[src/sv/bba_pkg.sv]
// Types and constants of the block bitmap allocator.
// Used by the controller, the datapath, the top level and the checker.
package bba_pkg;

   localparam int MAX_BLOCKS     = 8192;
   localparam int BLK_BITS       = 13;
   localparam int TOTAL_BITS     = 14;
   localparam int CNT_BITS       = 14;
   localparam int CSR_INDEX_BITS = 1;
   localparam int CSR_DATA_BITS  = 14;

   // The map is kept as words of 32 bits; the scan evaluates one word a cycle.
   localparam int WORD_BITS      = 32;
   localparam int WORD_IDX_BITS  = $clog2(WORD_BITS);
   localparam int MAP_WORDS      = MAX_BLOCKS / WORD_BITS;
   localparam int WORD_ADDR_BITS = $clog2(MAP_WORDS);

   localparam logic [CNT_BITS-1:0]   CNT_MAX   = '1;
   localparam logic [TOTAL_BITS-1:0] TOP_LIMIT = TOTAL_BITS'(MAX_BLOCKS);

   localparam logic OP_ALLOC = 1'b0;
   localparam logic OP_FREE  = 1'b1;

   localparam logic [CSR_INDEX_BITS-1:0] CSR_FIRST_DATA_BLOCK = 1'b0;
   localparam logic [CSR_INDEX_BITS-1:0] CSR_TOTAL_BLOCKS     = 1'b1;

   typedef enum logic [1:0] {
      STATUS_OK           = 2'd0,
      STATUS_NO_FREE      = 2'd1,
      STATUS_RANGE        = 2'd2,
      STATUS_ALREADY_FREE = 2'd3
   } status_type;

   typedef enum logic [1:0] {
      ST_CLEAR,
      ST_IDLE,
      ST_SCAN,
      ST_FREE_CHECK
   } state_type;

   typedef struct packed {
      logic       clear_step;
      logic       scan_start;
      logic       scan_step;
      logic       alloc_commit;
      logic       free_read;
      logic       free_commit;
      logic       rsp_load;
      status_type rsp_status;
   } ctl_cmd_type;

   typedef struct packed {
      logic clear_done;
      logic counter_zero;
      logic range_empty;
      logic free_in_range;
      logic hit;
      logic scan_end;
      logic bit_set;
   } dp_status_type;

endpackage

[src/sv/bba_ctrl.sv]
// Controller of the block bitmap allocator: sequences clearing, scans and frees.
// Depends on bba_pkg; drives the datapath through ctl_cmd_type commands.
module bba_ctrl
   import bba_pkg::*;
(
   input  logic          clock,
   input  logic          reset,
   input  logic          start,
   input  logic          req_opcode,
   input  dp_status_type stat,
   output ctl_cmd_type   cmd,
   output logic          busy
);

   state_type state_ff;
   state_type state_in;

   always_ff @(posedge clock) begin
      if (reset) begin
         state_ff <= ST_CLEAR;
      end else begin
         state_ff <= state_in;
      end
   end

   always_comb begin
      cmd      = '0;
      state_in = state_ff;
      unique case (state_ff)
         ST_CLEAR: begin
            cmd.clear_step = 1'b1;
            if (stat.clear_done) begin
               state_in = ST_IDLE;
            end
         end
         ST_IDLE: begin
            if (start) begin
               if (req_opcode == OP_ALLOC) begin
                  if (stat.counter_zero || stat.range_empty) begin
                     cmd.rsp_load   = 1'b1;
                     cmd.rsp_status = STATUS_NO_FREE;
                  end else begin
                     cmd.scan_start = 1'b1;
                     state_in       = ST_SCAN;
                  end
               end else begin
                  if (!stat.free_in_range) begin
                     cmd.rsp_load   = 1'b1;
                     cmd.rsp_status = STATUS_RANGE;
                  end else begin
                     cmd.free_read = 1'b1;
                     state_in      = ST_FREE_CHECK;
                  end
               end
            end
         end
         ST_SCAN: begin
            if (stat.hit) begin
               cmd.alloc_commit = 1'b1;
               cmd.rsp_load     = 1'b1;
               cmd.rsp_status   = STATUS_OK;
               state_in         = ST_IDLE;
            end else if (stat.scan_end) begin
               cmd.rsp_load   = 1'b1;
               cmd.rsp_status = STATUS_NO_FREE;
               state_in       = ST_IDLE;
            end else begin
               cmd.scan_step = 1'b1;
            end
         end
         ST_FREE_CHECK: begin
            cmd.rsp_load = 1'b1;
            if (stat.bit_set) begin
               cmd.free_commit = 1'b1;
               cmd.rsp_status  = STATUS_OK;
            end else begin
               cmd.rsp_status = STATUS_ALREADY_FREE;
            end
            state_in = ST_IDLE;
         end
         default: begin
            state_in = ST_CLEAR;
         end
      endcase
   end

   assign busy = (state_ff != ST_IDLE);

endmodule

[config.mk]
export PLATFORM = sky130hd
export DESIGN_NAME = bba_ctrl
export DESIGN_NICKNAME = d
export VERILOG_FILES = /design/src/sv/bba_pkg.sv /design/src/sv/bba_ctrl.sv
export SDC_FILE = /design/constraint.sdc
export NUM_CORES = 1
export LEC_CHECK = 0
export BUFFER_PORTS_ARGS = -buffer_cell sky130_fd_sc_hd__buf_2
export CAP_MARGIN = 20
export CORE_AREA = 2 2 39 41
export DETAILED_ROUTE_END_ITERATION = 6
export DIE_AREA = 0 0 41 43
export GPL_ROUTABILITY_DRIVEN = 0
export PLACE_DENSITY = 0.59
export SYNTH_ARGS = -nofsm -noshare
export SYNTH_HDL_FRONTEND = slang
export SYNTH_SLANG_ARGS = --single-unit
[constraint.sdc]
create_clock -name clock -period 1 [get_ports clock]
set_input_delay 0.1 -clock clock [delete_from_list [all_inputs] [get_ports clock]]
set_output_delay 0.1 -clock clock [all_outputs]
set_load 0.05 [all_outputs]
==> results of run 1 <==
[layout make-up]
type	count	area (µm²)	area share [%]
Inverter	3	13.8	1.88
Tap cell	16	20.0	2.73
Sequential cell	2	47.5	6.48
Timing Repair Buffer	38	328	44.7
Multi-Input combinational cell	24	302	41.1
Clock buffer	3	22.5	3.07
[cells in the final DEF, fill, tap and decap left out, types with 2 or more instances in the layout]
cell	netlist	routed
sky130_fd_sc_hd__a21oi_2	1	2
sky130_fd_sc_hd__buf_2	0	10
sky130_fd_sc_hd__buf_4	1	13
sky130_fd_sc_hd__buf_6	1	12
sky130_fd_sc_hd__buf_8	0	3
sky130_fd_sc_hd__clkbuf_4	0	3
sky130_fd_sc_hd__dfxtp_4	0	2
sky130_fd_sc_hd__nor2_4	0	4
[power groups by stage]
stage               registers (mW)  logic, mW  clock network [mW]
finish                      0.0935      0.288               0.185
global route                0.0941      0.305               0.215
CTS                         0.0924      0.276               0.192
detailed placement          0.0951      0.201                   0
global placement            0.0953      0.198                   0
floorplan                   0.0873      0.133                   0
[worst max-delay path, stage by stage, from the launching register on]
cell	delay [ns]
sky130_fd_sc_hd__dfxtp_4	0.36
sky130_fd_sc_hd__nand3b_4	0.19
sky130_fd_sc_hd__o32ai_4	0.22
sky130_fd_sc_hd__buf_6	0.19
[layer usage]
| layer | up-vias | part of all wire [%] | track usage, % |
|---|---|---|---|
| met5 | - | 0 | 0 |
| met3 | 0 | 5.6 | 9.95 |
| li1 | 192 | - | - |
| met2 | 12 | 59 | 25.6 |
| met1 | 176 | 36 | 14.4 |
| met4 | 0 | 0 | 4.00 |
[synth_stat cells]
library cell / instances
sky130_fd_sc_hd__nor2_1: 5
sky130_fd_sc_hd__inv_1: 3
sky130_fd_sc_hd__a21oi_1: 2
sky130_fd_sc_hd__and3_1: 2
sky130_fd_sc_hd__dfxtp_1: 2
sky130_fd_sc_hd__nand2_1: 2
sky130_fd_sc_hd__a21oi_2: 1
sky130_fd_sc_hd__a31oi_1: 1
sky130_fd_sc_hd__a32oi_1: 1
sky130_fd_sc_hd__buf_4: 1
sky130_fd_sc_hd__buf_6: 1
sky130_fd_sc_hd__nand3b_4: 1
sky130_fd_sc_hd__nor2_2: 1
sky130_fd_sc_hd__nor3_1: 1
sky130_fd_sc_hd__nor3b_1: 1
sky130_fd_sc_hd__nor4_2: 1
sky130_fd_sc_hd__nor4b_4: 1
sky130_fd_sc_hd__o21ai_0: 1
sky130_fd_sc_hd__o21ba_1: 1
sky130_fd_sc_hd__o32ai_1: 1
sky130_fd_sc_hd__or3_4: 1
[logic make-up (layout without fill, tap and decap cells)]
kind of cell           count (synthesis)  after routing  synth area share (%)
flip-flops                             2              2                  15.8
buffers and inverters                  5             44                  11.9
AO/OA/AOI/OAI                          8              8                  22.8
AND/OR/NAND/NOR                       16             16                  49.5
[per-stage QoR]
stage | worst slack, ns | instance area (µm²)
final | -0.296 | 733
after global routing | -0.351 | 733
after CTS | -0.306 | 711
after detailed placement | -0.261 | 492
after global placement | -0.258 | 492
after floorplan | -0.329 | 312
[worst paths after layout]
| kind | start | to | slack [ns] | depth (start not counted) |
|---|---|---|---|---|
| max | state_ff[1]$_SDFFE_PP0P_ | cmd[0] | -0.30 | 3 |
| min reg2reg | state_ff[0]$_SDFFE_PP0P_ | state_ff[0]$_SDFFE_PP0P_ | 0.75 | 3 |
| max reg2reg | state_ff[0]$_SDFFE_PP0P_ | state_ff[1]$_SDFFE_PP0P_ | -0.10 | 4 |
| min | reset | state_ff[0]$_SDFFE_PP0P_ | 0.04 | 2 |
[timing repair]
action | in CTS | in global routing
hold buffers | 0 | 0
endpoints found under the setup margin | 12 | 12
pin swaps | 2 | 2
buffers inserted | 6 | 3
gates resized for setup | 45 | 4
==> metrics.md, run 1 <==
| Metric | Value |
|---|---|
| Category of the worst setup path launch point | register |
| Half-perimeter wire length after placement | 694 µm |
| Number of endpoints failing setup at the final stage | 12 |
| Flip-flop count of the largest register, all copies and words added | 2 |
| Arrival time at the worst endpoint | 1.20 ns |
| Final min period | 1.30 ns |
| Maximum Capacitance Violations | 0 |
| Number of failing hold endpoints at the final stage | 0 |
| Final net count | 83 |
| Via-per-instance ratio | 4.42 |
| Clk network pwr share | 32.6% |
| Worst IR Drop VDD | 0.626 mV |
| Worst path required time | 0.90 ns |
| Post-synthesis instance area | 253 µm² |
| # H-tree levels | 1 |
| Worst setup path class | register to output pin |
| Outcome | finished, violations left |
| Syn Inst Count | 31 |
| Clock transition time at the flip-flop clock pins of the worst setup and hold paths | 0.03 ns |
| Number of DRC violations after detailed routing | 0 |
| Total leakage power | 0.330 nW |
| Placeable Area | 0.00138 mm² |
| Initial core utilization | 18.3% |
| Diodes inserted | 0 |
| Internal Dissipation | 0.353 mW |
| Total nets after synthesis | 42 |
| Root buffer cell | sky130_fd_sc_hd__clkbuf_4 |
| Pins over their slew limit | 0 |
| Crit-path max FO | 8 |
| Largest registers in the final layout | state_ff: 2 flops |
| CTS Buf Count | 3 |
| Final critical-path setup slack | -0.296 ns |
| Violated checks | negative setup slack |
| Highest clock frequency the design can meet | 0.771 GHz |
| Number of warnings printed during yosys synthesis | 0 |
| Share of layout cells above drive strength 1 | 92.9% |
| Share of the core filled with cells | 53.0% |
| Tightest slew margin relative to the limit | 82.8% |
| Critical path endpoint category | output pin |
| Post-Route Skew | 0.00535 ns |
| Clock network latency to the later pin of the worst-skew pair | 0.23 ns |
| RSZ-0062 raised after global routing | yes |
| Distinct cell type count of the synthesized netlist | 21 |
| Part of the Yosys area used for sequential elements | 15.8% |
| Top register by number of flip-flops | state_ff |
| Total routed wirelength | 1100 µm |
| Post-synth top area share | 15.8% |
| Transition at the pin with the smallest max-transition slack | 0.256 ns |
| Count of clock tree sinks | 2 |
| Filler-free cell count of the finished design | 86 |
| TritonCTS clock tree | yes |
| Clock tree buffer depth | 2 |
| Floorplan die area | 0.00176 mm² |
| Mean routed wirelength per cell | 12.8 µm |
| Vias in the first global route | 414 |
| Input/output buffers | 20 |
| Drt pass-1 iters | 2 |
| Top-level I/O count | 21 |
| Overall routing resource usage | 15.2% |
| Cell type with the largest total area after synthesis | sky130_fd_sc_hd__dfxtp_1 |
| Total of fill cells in the finished design | 135 |
| Switching power as a share of total power | 37.7% |
| Gate power share | 50.8% |
| Power density relative to cell area | 772 mW/mm² |
| Switching Power | 0.214 mW |
| Final period utilization | 130% |
| Worst hold slack across all endpoints | 0.0415 ns |
| GRT overflow | 0 |
| Via total after detailed routing | 380 |
| Number of nets still failing antenna checks after routing | 0 |
| Horizontal die dimension | 41 µm |
| Violation count after the first detailed-routing iteration | 1 |
| Chip height | 43 µm |
| Number of instances in the placed design | 76 |
| Min-delay worst type | input port to register |
| Register bit total from synthesis | 2 |
| Count of standard-cell rows | 14 |
| Wire length of the first global-routing pass | 1750 µm |
| Syn Area/Cell | 8.15 µm² |
| Pin count of the biggest net entering global routing | 9 |
| Post-Route Setup TNS | -2.25 ns |
| Area growth syn-to-layout | 190% |
| Total power | 0.566 mW |
| Antenna violations before repair | 0 |
| Cell types with the largest area share after synthesis | sky130_fd_sc_hd__dfxtp_1 16%, sky130_fd_sc_hd__nor4b_4 9.4%, sky130_fd_sc_hd__nand3b_4 7.9% |
| Sequential share of power | 16.5% |
Power figures use the tool's default switching activity.
==> run 2, diff against run 1 <==
Settings changed: HOLD_SLACK_MARGIN from default to 0.08.
==> run 2 against run 1 <==
Critical path depth is the same. Clock-buffer cell count stayed put. The run still ends with negative setup slack left. Combinational power barely moved. Hold slack better by 0.17 ns. Power is 0.51% higher. First-iteration DRC count did not move. Critical endpoint unchanged. Final cell count grew 1.2%.
==> metrics.md, run 2 (synthesis gave the netlist of run 1 again) <==
| Metric | Value |
|---|---|
| Power density relative to cell area | 766 mW/mm² (-0.84%) |
| Half-perimeter wire length after placement | 694 µm (unchanged) |
| TritonCTS clock tree | yes |
| Top register by number of flip-flops | state_ff |
| Input/output buffers | 20 (unchanged) |
| Most common library cell in the layout ignoring fill and taps | sky130_fd_sc_hd__buf_4 |
| Arrival time at the worst endpoint | 1.20 ns (about the same) |
| Violated checks | negative setup slack |
| Switching power as a share of total power | 37.6% (-0.13 points) |
| Number of cells traversed by the worst hold path | 3 (+1) |
| Final critical-path setup slack | -0.296 ns (+0.00000100 ns) |
| Final min period | 1.30 ns (-0.00000100 ns) |
| Diodes inserted | 0 (unchanged) |
| Floorplan die area | 0.00176 mm² (unchanged) |
| CTS Buf Count | 3 (unchanged) |
| Crit-path max FO | 8 (unchanged) |
| Clock transition time at the flip-flop clock pins of the worst setup and hold paths | 0.03 ns (about the same) |
| Via-per-instance ratio | 4.41 (-0.11%) |
| Violation count after the first detailed-routing iteration | 1 (unchanged) |
| Category of the worst setup path launch point | register |
| Mean routed wirelength per cell | 12.7 µm (-0.97%) |
| Worst setup slack before clock tree synthesis | -0.261 ns (unchanged) |
| Clk network pwr share | 32.5% (about the same) |
| Placeable Area | 0.00138 mm² (unchanged) |
| Outcome | finished, violations left |
| Count of standard-cell rows | 14 (unchanged) |
| Worst setup path class | register to output pin |
| Post-Route Setup TNS | -2.26 ns (-0.00343 ns) |
| Number of failing hold endpoints at the final stage | 0 (unchanged) |
| Sequential share of power | 16.4% (about the same) |
| Drt pass-1 iters | 2 (unchanged) |
| Total power | 0.569 mW (+0.51%) |
| Vias in the first global route | 420 (+1.4%) |
| Number of DRC violations after detailed routing | 0 (unchanged) |
| Number of endpoints failing setup at the final stage | 12 (unchanged) |
| Transition at the pin with the smallest max-transition slack | 0.257 ns (+0.00108 ns) |
| Top Usage Layer GRT | met2 |
| Horizontal die dimension | 41 µm (unchanged) |
| Number of instances in the placed design | 76 (unchanged) |
| Chip height | 43 µm (unchanged) |
| GR met2 Demand/Resource | 25.9% (+0.31 points) |
| Met1 Use GR | 14.7% (+0.32 points) |
| Top-level I/O count | 21 (unchanged) |
| Worst IR Drop VDD | 0.627 mV (about the same) |
| Antenna violations before repair | 0 (unchanged) |
| Count of clock tree sinks | 2 (unchanged) |
| Largest registers in the final layout | state_ff: 2 flops |
| Flip-flop count of the largest register, all copies and words added | 2 (unchanged) |
| Maximum Capacitance Violations | 0 (unchanged) |
| Final net count | 84 (+1.2%) |
| Overall routing resource usage | 15.4% (+0.20 points) |
| Share of the core filled with cells | 53.7% (+0.72 points) |
| Internal Dissipation | 0.355 mW (+0.72%) |
| Min-delay worst type | input port to register |
| Most frequent cells in the layout | 13 x sky130_fd_sc_hd__buf_4, 12 x sky130_fd_sc_hd__buf_6, 10 x sky130_fd_sc_hd__buf_2, 4 x sky130_fd_sc_hd__nor2_4 |
| Clock tree buffer depth | 2 (unchanged) |
| Cell count of the worst reg-to-reg path | 4 (unchanged) |
| Post-Route Skew | 0.00535 ns (unchanged) |
| GRT overflow | 0 (unchanged) |
| Number of nets still failing antenna checks after routing | 0 (unchanged) |
| # H-tree levels | 1 (unchanged) |
| Clock network latency to the later pin of the worst-skew pair | 0.23 ns (about the same) |
| Tightest slew margin relative to the limit | 82.8% (about the same) |
| Total routed wirelength | 1100 µm (+0.18%) |
| Highest clock frequency the design can meet | 0.771 GHz (unchanged) |
| Switching Power | 0.214 mW (+0.17%) |
| Critical path endpoint category | output pin |
| Pin count of the biggest net entering global routing | 9 (unchanged) |
| Pins over their slew limit | 0 (unchanged) |
| Via total after detailed routing | 384 (+1.1%) |
| Wire length of the first global-routing pass | 1770 µm (+1.6%) |
| Filler-free cell count of the finished design | 87 (+1.2%) |
| Final period utilization | 130% (about the same) |
| Area growth syn-to-layout | 194% |
| Initial core utilization | 18.3% (unchanged) |
| Global routing met3 resource utilization | 9.95% (unchanged) |
| Gate power share | 51.1% (+0.3 points) |
| Share of layout cells above drive strength 1 | 91.5% (-1.3 points) |
| Total leakage power | 0.334 nW (+1.3%) |
| Root buffer cell | sky130_fd_sc_hd__clkbuf_4 |
| Worst path required time | 0.90 ns (about the same) |
| RSZ-0062 raised after global routing | yes |
run 2: worst paths after layout:
check,start,end,slack (ns)
hold / removal,stat[6],state_ff[0]$_SDFFE_PP0P_,0.22
setup / recovery,state_ff[1]$_SDFFE_PP0P_,cmd[0],-0.30
setup reg to reg,state_ff[0]$_SDFFE_PP0P_,state_ff[1]$_SDFFE_PP0P_,-0.10
hold reg to reg,state_ff[0]$_SDFFE_PP0P_,state_ff[0]$_SDFFE_PP0P_,0.75
run 2: worst max-delay path, cell delays in order (launching register included):
cell                       delay [ns]
sky130_fd_sc_hd__dfxtp_4         0.36
sky130_fd_sc_hd__nand3b_4        0.19
sky130_fd_sc_hd__o32ai_4         0.22
sky130_fd_sc_hd__buf_6           0.19
run 2: layer usage:
layer | part of all wire (%) | wire, µm
met1 | 36 | 394
met2 | 58 | 644
met3 | 5.6 | 62
met4 | 0 | 0
met5 | 0 | 0
run 2: cell type report:
type,instances,area [µm²]
clock buffers,3,22.5
fillers,134,641
inverters,3,13.8
flip-flops and latches,2,47.5
well taps,16,20.0
repair buffers,39,338
multi-input cells,24,302
run 2: power by group through the flow:
stage / sequential, mW / combinational, mW / clock (mW)
after global placement: 0.0953 / 0.198 / 0
after global routing: 0.0941 / 0.308 / 0.215
final: 0.0935 / 0.291 / 0.185
after CTS: 0.0924 / 0.279 / 0.192
after floorplan: 0.0873 / 0.133 / 0
after detailed placement: 0.0951 / 0.201 / 0
run 2: stage by stage:
stage / hold WS (ns) / cell area, µm²
after floorplan: 0.171 / 312
after global placement: 0.284 / 492
after detailed placement: 0.289 / 492
after CTS: 0.174 / 721
after global routing: 0.207 / 743
final: 0.216 / 743
run 2: what timing repair did:
action,CTS,global route
pin swaps,2,2
hold buffers,1,0
gates resized for setup,45,4
endpoints found under the hold margin,1,0
setup buffers,6,3
setup endpoints to repair,12,12
